$ cat src/zbr_pkg.sv
// Shared types and constants for the z-buffer triangle rasterizer.
// No dependencies; every other file imports this package.
package zbr_pkg;

    localparam int MAX_PIXELS = 262144;
    localparam int FRAC_BITS  = 16;
    localparam int COORD_BITS = 12;

    localparam int PIX_W     = 11;
    localparam int DEPTH_W   = 32;
    localparam int SHADE_W   = 8;
    localparam int IDX_OUT_W = 20;
    localparam int COLOR_W   = 32;
    localparam int ADDR_W    = $clog2(MAX_PIXELS);
    localparam int CNT_W     = ADDR_W + 1;
    localparam int DIFF_W    = COORD_BITS + 2;
    localparam int EDGE_W    = 2 * DIFF_W + 1;
    localparam int MAG_W     = EDGE_W - 1 + FRAC_BITS;
    localparam int QUO_W     = MAG_W + 1;
    localparam int WT_W      = FRAC_BITS + 2;
    localparam int ACC_W     = DEPTH_W + WT_W + 2;
    localparam int BOX_W     = ((COORD_BITS > PIX_W) ? COORD_BITS : PIX_W) + 2;
    localparam int CFG_IDX_W = 2;
    localparam int CFG_W     = 32;

    localparam logic [CFG_IDX_W-1:0] CFG_FRAME_WIDTH  = 2'd0;
    localparam logic [CFG_IDX_W-1:0] CFG_FRAME_HEIGHT = 2'd1;
    localparam logic [CFG_IDX_W-1:0] CFG_FAR_DEPTH    = 2'd2;

    localparam logic [PIX_W-1:0]          RST_FRAME_WIDTH  = 11'd480;
    localparam logic [PIX_W-1:0]          RST_FRAME_HEIGHT = 11'd272;
    localparam logic signed [DEPTH_W-1:0] RST_FAR_DEPTH    = 32'sd655360000;
    localparam logic [7:0]                ALPHA            = 8'hFF;

    typedef enum logic [1:0] {
        OP_CLEAR = 2'd0,
        OP_LOAD  = 2'd1,
        OP_STEP  = 2'd2
    } t_op;

    typedef enum logic [2:0] {
        S_IDLE,
        S_CLEAR,
        S_LOAD,
        S_EDGE,
        S_DIV,
        S_MUL,
        S_CMP,
        S_FIN
    } t_state;

    typedef struct packed {
        logic [1:0]                   opcode;
        logic signed [COORD_BITS-1:0] vert0_x;
        logic signed [COORD_BITS-1:0] vert0_y;
        logic signed [DEPTH_W-1:0]    vert0_depth;
        logic signed [COORD_BITS-1:0] vert1_x;
        logic signed [COORD_BITS-1:0] vert1_y;
        logic signed [DEPTH_W-1:0]    vert1_depth;
        logic signed [COORD_BITS-1:0] vert2_x;
        logic signed [COORD_BITS-1:0] vert2_y;
        logic signed [DEPTH_W-1:0]    vert2_depth;
        logic [SHADE_W-1:0]           shade_level;
    } t_in_item;

    typedef struct packed {
        logic                 write_valid;
        logic [IDX_OUT_W-1:0] pixel_index;
        logic [COLOR_W-1:0]   pixel_color;
        logic                 done_res;
    } t_out_item;

endpackage

$ cat src/zbr_div.sv
// Iterative signed divider, one quotient bit per cycle, truncation toward zero.
// Divides (edge value << FRAC_BITS) by the triangle area. Uses zbr_pkg.
module zbr_div import zbr_pkg::*; (
    input  logic                     i_clk,
    input  logic                     i_rst_n,
    input  logic                     i_start,
    input  logic signed [EDGE_W-1:0] i_num,
    input  logic signed [EDGE_W-1:0] i_den,
    output logic                     o_done,
    output logic signed [QUO_W-1:0]  o_quo
);

    localparam int DCNT_W = $clog2(MAG_W + 1);

    logic              r_busy;
    logic              r_done;
    logic [DCNT_W-1:0] r_cnt;
    logic [MAG_W-1:0]  r_num;
    logic [EDGE_W-2:0] r_rem;
    logic [EDGE_W-2:0] r_den;
    logic              r_neg;

    logic [EDGE_W-1:0] num_abs;
    logic [EDGE_W-1:0] den_abs;
    logic [EDGE_W-1:0] rem_sh;
    logic [EDGE_W-1:0] rem_sub;
    logic              ge;

    always_comb begin
        num_abs = i_num[EDGE_W-1] ? -i_num : i_num;
        den_abs = i_den[EDGE_W-1] ? -i_den : i_den;
        rem_sh  = {r_rem, r_num[MAG_W-1]};
        ge      = rem_sh >= {1'b0, r_den};
        rem_sub = rem_sh - {1'b0, r_den};
    end

    always_ff @(posedge i_clk) begin
        if (!i_rst_n) begin
            r_busy <= 1'b0;
            r_done <= 1'b0;
        end else begin
            r_done <= 1'b0;
            if (i_start) begin
                r_busy <= 1'b1;
            end else if (r_busy && r_cnt == DCNT_W'(1)) begin
                r_busy <= 1'b0;
                r_done <= 1'b1;
            end
        end
    end

    always_ff @(posedge i_clk) begin
        if (i_start) begin
            r_cnt <= DCNT_W'(MAG_W);
            r_num <= {num_abs[EDGE_W-2:0], {FRAC_BITS{1'b0}}};
            r_rem <= '0;
            r_den <= den_abs[EDGE_W-2:0];
            r_neg <= i_num[EDGE_W-1] ^ i_den[EDGE_W-1];
        end else if (r_busy) begin
            r_cnt <= r_cnt - DCNT_W'(1);
            r_num <= {r_num[MAG_W-2:0], ge};
            r_rem <= ge ? rem_sub[EDGE_W-2:0] : rem_sh[EDGE_W-2:0];
        end
    end

    assign o_done = r_done;
    assign o_quo  = r_neg ? -$signed({1'b0, r_num}) : $signed({1'b0, r_num});

endmodule

$ cat config.mk
export PLATFORM = sky130hd
export DESIGN_NAME = zbr_div
export DESIGN_NICKNAME = d
export VERILOG_FILES = /design/src/zbr_pkg.sv /design/src/zbr_div.sv
export SDC_FILE = /design/constraint.sdc
export NUM_CORES = 1
export LEC_CHECK = 0
export BUFFER_PORTS_ARGS = -buffer_cell sky130_fd_sc_hd__buf_2
export CORE_ASPECT_RATIO = 0.8
export CORE_MARGIN = 2
export CORE_UTILIZATION = 59
export CTS_CLUSTER_DIAMETER = 50
export CTS_CLUSTER_SIZE = 20
export DETAILED_ROUTE_END_ITERATION = 7
export GPL_ROUTABILITY_DRIVEN = 0
export GPL_TIMING_DRIVEN = 0
export PLACE_DENSITY = 0.82
export SKIP_LAST_GASP = 1
export SLEW_MARGIN = 20
export SYNTH_ARGS = -nofsm -noshare
export SYNTH_HDL_FRONTEND = slang
export SYNTH_SLANG_ARGS = --single-unit
$ cat constraint.sdc
create_clock -name i_clk -period 3.8 [get_ports i_clk]
set_input_delay 0.19 -clock i_clk [delete_from_list [all_inputs] [get_ports i_clk]]
set_output_delay 0.19 -clock i_clk [all_outputs]
set_load 0.05 [all_outputs]
; ---- Word level (Yosys, flattened, before mapping)
; Index checks and enable logic that the tools add are counted.
[classes]
n_addsub = 5
magnitude_cmp = 1
eq_ne = 1
n_mux = 9
n_bitwise = 2
n_reduce_logical = 4
[op_table]
columns = op, count
row1 = two-way mux 44 bit, 2
row2 = two-way mux 28 bit, 3
row3 = negation 28 bit, 2
row4 = two-way mux 45 bit, 1
row5 = negation 44 -> 45 bit, 1
row6 = greater-or-equal comparator 29 x 28 -> 1 bit, 1
row7 = subtractor 28 bit, 1
row8 = "== test 6 x 1 -> 1 bit, second input constant", 1
row9 = "subtractor 6 x 1 -> 6 bit, second input constant", 1
row10 = nonzero test 2 bit, 2
row11 = two-way mux 1 bit, 3
row12 = OR reduction 2 bit, 1
row13 = logical AND 1 bit, 1
row14 = NOT 1 bit, 1
row15 = bitwise XOR 1 bit, 1
[word_totals]
regBits = 109
input_bits = 61
out_inout_bits = 46
elab_cells = 30

; ---- Depth between registers and ports, before layout
[depth]
word_depth = 4
mapped_depth = 12
ltp_nobuf = 11

; ---- Least setup slack after synthesis
; No wires, ideal clock.
[synth_path]
path_type = reg-to-output
startpoint = reg r_num[10]
endpoint = out o_quo[40]
arrival_ps = 3248
required_time_ps = 3610
slack_ps = 362
stages_incl_launch_ff = 9
n_path_buf = 0
path_cell_list = dfxtp_1 or4_4 nor3_4 nand4_2 or4_4 or4_4 or4_4 o41ai_4 xnor2_1
[synth_via]
elab_chain_len = 2
[synth_lines]
columns = element, line
row1 = from (decl), zbr_div.sv:18  ; logic [MAG_W-1:0] r_num;
row2 = from (signal assigned), zbr_div.sv:55  ; r_num <= {num_abs[EDGE_W-2:0], {FRAC_BITS{1'b0}}};
row3 = from (signal assigned), zbr_div.sv:61  ; r_num <= {r_num[MAG_W-2:0], ge};
row4 = negation 44 -> 45 bit, zbr_div.sv:67  ; assign o_quo = r_neg ? -$signed({1'b0, r_num}) : $signed({1'b0, r_num});
row5 = two-way mux 45 bit, zbr_div.sv:67
row6 = to (decl), zbr_div.sv:10  ; output logic signed [QUO_W-1:0] o_quo
; Every way passes these cells.

; ---- Final worst setup path
[layout_path]
startpoint = reg r_num[11]
endpoint = out o_quo[40]
; Same word-level chain as after synthesis.

==> impl_metrics.env <==
export IMPL_root_buffer="clkbuf_16"
export IMPL_synth_cells=891
export IMPL_layout_nets=1116
export IMPL_grt_pass1_wl_um=32800
export IMPL_grt_usage=0.291
export IMPL_dpl_hpwl_um=15200
export IMPL_crit_type="reg2out"
export IMPL_placed_cells=1171
export IMPL_clock_sinks=109
export IMPL_fillers=1050
export IMPL_placementRows=37
export IMPL_status="finished, final reports clean"
export IMPL_drc=0
export IMPL_startpoint_type="register"
export IMPL_grt_max_degree=31
export IMPL_vias=7293
export IMPL_hold_class="in2reg"
export IMPL_drt_iter0_drc=792
export IMPL_grt_pass1_vias=6429
export IMPL_post_route_period_util=0.994
export IMPL_die_w_um=132
export IMPL_seq_area_frac_synth=0.355
export IMPL_synth_warnings=0
export IMPL_fin_crit_ps=3780
export IMPL_clkLatencyLatePin_ps=360
export IMPL_io_buffers=105
export IMPL_grt_setup_unrepaired="true"
export IMPL_required_ps=3610
export IMPL_n_antenna_cell=0
export IMPL_leakage_nw=3.62
export IMPL_syn_area_per_cell_um2=8.71
export IMPL_power_total_w=0.00365
export IMPL_cts_path_max_buffers=2
export IMPL_setup_viol=0
export IMPL_via_per_inst=6.07
export IMPL_coreArea_um2=12900
export IMPL_antenna_found_initial=0
export IMPL_syn_area_um2=7760
export IMPL_ant_nets=0
export IMPL_async_flop_share=0
export IMPL_hold_violations=0
export IMPL_holdWs_ps=45.5
export IMPL_maxClockFrequency_mhz=265
export IMPL_drt_wl_total_um=20700
export IMPL_path_clk_slew_ps=80
export IMPL_synth_edf_count=57
export IMPL_die_area_um2=14100
export IMPL_synth_distinct_cells=65
export IMPL_maxCapViolCount=0
export IMPL_drive_gt1_frac=0.161
export IMPL_startpoint="r_num[11]"
export IMPL_vdd_drop_max_mv=0.234
export IMPL_max_slew_margin=0.263
export IMPL_design_area_um2=9000
export IMPL_io_pins=107
export IMPL_r2r_start="r_rem[9]"
export IMPL_powerDensity_nw_per_um2=406
export IMPL_critPathMaxFanout=6
export IMPL_h_tree_depth=3
export IMPL_grt_ovfl_total=0
export IMPL_layout_cells_non_filler=1201
export IMPL_initial_utilization=0.603
export IMPL_final_setup_skew_ps=5.64
export IMPL_synth_seq_cells=109
export IMPL_drtPass1Iterations=6
export IMPL_fp_dieH_um=107
export IMPL_finalSetupTns_ps=0
export IMPL_slew_violations=0
export IMPL_numCtsBuffers=9
export IMPL_syn_nets=986
export IMPL_area_growth_pct=16.0
export IMPL_tightest_slew_ps=1100
export IMPL_cp_end_kind="primary output"
export IMPL_cts_tree="yes"
export IMPL_ys_flop_type="edfxtp_1"
export IMPL_place_area_um2=8500
export IMPL_wl_per_cell_um=17.2
export IMPL_hp_start="i_den[0]"
export IMPL_worstPathArrival_ps=3590
==> logic make-up (layout without fill, tap and decap cells) <==
| kind of cell | Yosys count | after routing | synth area share |
|---|---|---|---|
| AND/OR/NAND/NOR | 265 | 265 | 0.169 |
| AO/OA/AOI/OAI | 254 | 254 | 0.216 |
| XOR/XNOR | 118 | 118 | 0.133 |
| flip-flops | 109 | 109 | 0.355 |
| buffers and inverters | 91 | 226 | 0.0445 |
| adder cells (fa/ha/maj) | 34 | 34 | 0.0558 |
| multiplexers | 20 | 20 | 0.0260 |
==> path summary, 6_finish.rpt <==
| path | end | slack [ps] | cells past startpoint |
|---|---|---|---|
| worst max-delay path | o_quo[40] | 20 | 9 |
| worst min-delay path | r_den[0] | 50 | 1 |
| worst max register to register | r_rem[12] | 200 | 9 |
| worst min register to register | r_rem[26] | 510 | 2 |
==> critical path, stage by stage, from the launching register on <==
cell     delay, ps
dfxtp_4        370
or4_4          540
nor3_4         180
nand4_4        120
or4_4          450
or4_4          430
or4_4          500
o41ai_4        270
xnor2_2        180
buf_6          190
==> stage by stage <==
| step | utilization | setup slack [ps] |
|---|---|---|
| 2_1_floorplan | - | 362 |
| 3_3_place_gp | 0.661 | 167 |
| 3_5_place_dp | 0.661 | 120 |
| 4_1_cts | 0.692 | -29.6 |
| 5_1_grt | 0.699 | -47.8 |
| 6_report | 0.699 | 23.5 |
==> layer usage <==
metal  track usage  routed length, um
met5             0                  0
met2         0.428               8730
met4        0.0714                310
met3        0.0601               2080
met1         0.437               9580
==> cell type report <==
| class | count | area [um^2] | area share |
|---|---|---|---|
| Tap cell | 175 | 219 | 0.0243 |
| Multi-Input combinational cell | 691 | 4730 | 0.526 |
| Clock buffer | 9 | 225 | 0.0250 |
| Clock inverter | 7 | 73.8 | 0.00820 |
| Sequential cell | 109 | 2760 | 0.307 |
| Timing Repair Buffer | 119 | 642 | 0.0713 |
| Buffer | 45 | 173 | 0.0192 |
| Inverter | 46 | 173 | 0.0192 |
==> cell usage after synthesis, types with 14 or more instances <==
cell / n / area, um^2
nand2_1: 92 / 345
clkbuf_1: 42 / 158
dfxtp_1: 52 / 1040
ha_1: 33 / 413
nor2_1: 65 / 244
xor2_1: 29 / 254
o31ai_1: 23 / 173
a21o_1: 14 / 105
nand3_1: 14 / 70.1
edfxtp_1: 57 / 1710
o21ai_0: 88 / 440
inv_1: 46 / 173
xnor2_1: 89 / 780
a211oi_1: 18 / 135
mux2i_1: 19 / 190
a21oi_1: 36 / 180
==> timing repair <==
action                     in CTS  in global routing
pin swaps                       4                  6
hold buffers                    0                  0
setup endpoints to repair       4                 11
buffers inserted                7                  7
resized for setup              11                  9
==> sequential cells by signal, indices dropped and copies added (netlist names) <==
| name | cells |
|---|---|
| r_num | 44 |
| r_den | 28 |
| r_rem | 28 |
| r_cnt | 6 |
| o_done | 1 |
| r_busy | 1 |
| r_neg | 1 |
==> where the power goes <==
part / total, W / internal, W / leakage, nW / switching, W
Combinational: 0.00125 / 0.000417 / 2.47 / 0.000832
Clock: 0.000969 / 0.000514 / 0.144 / 0.000455
Sequential: 0.00144 / 0.00135 / 1.00 / 0.0000878
Total: 0.00365 / 0.00228 / 3.62 / 0.00137
==> cell usage in the layout, fill, tap and decap left out, types with 8 or more instances in the layout <==
cell type / synthesis / layout
nand2b_1: 13 / 12
or4_1: 13 / 13
inv_1: 46 / 46
mux2i_1: 19 / 19
nor3_1: 8 / 8
nand3_1: 14 / 14
clkbuf_1: 42 / 42
o21a_1: 8 / 8
xnor2_1: 89 / 88
clkbuf_16: 0 / 9
nand2_1: 92 / 92
buf_2: 0 / 102
o21ai_0: 88 / 88
a21oi_1: 36 / 36
edfxtp_1: 57 / 57
buf_4: 1 / 17
o41ai_1: 13 / 13
xor2_1: 29 / 29
nor2_1: 65 / 65
or3_1: 11 / 10
a21o_1: 14 / 14
ha_1: 33 / 33
a211oi_1: 18 / 18
dfxtp_1: 52 / 50
o31ai_1: 23 / 22
Power figures use the tool's default switching activity.
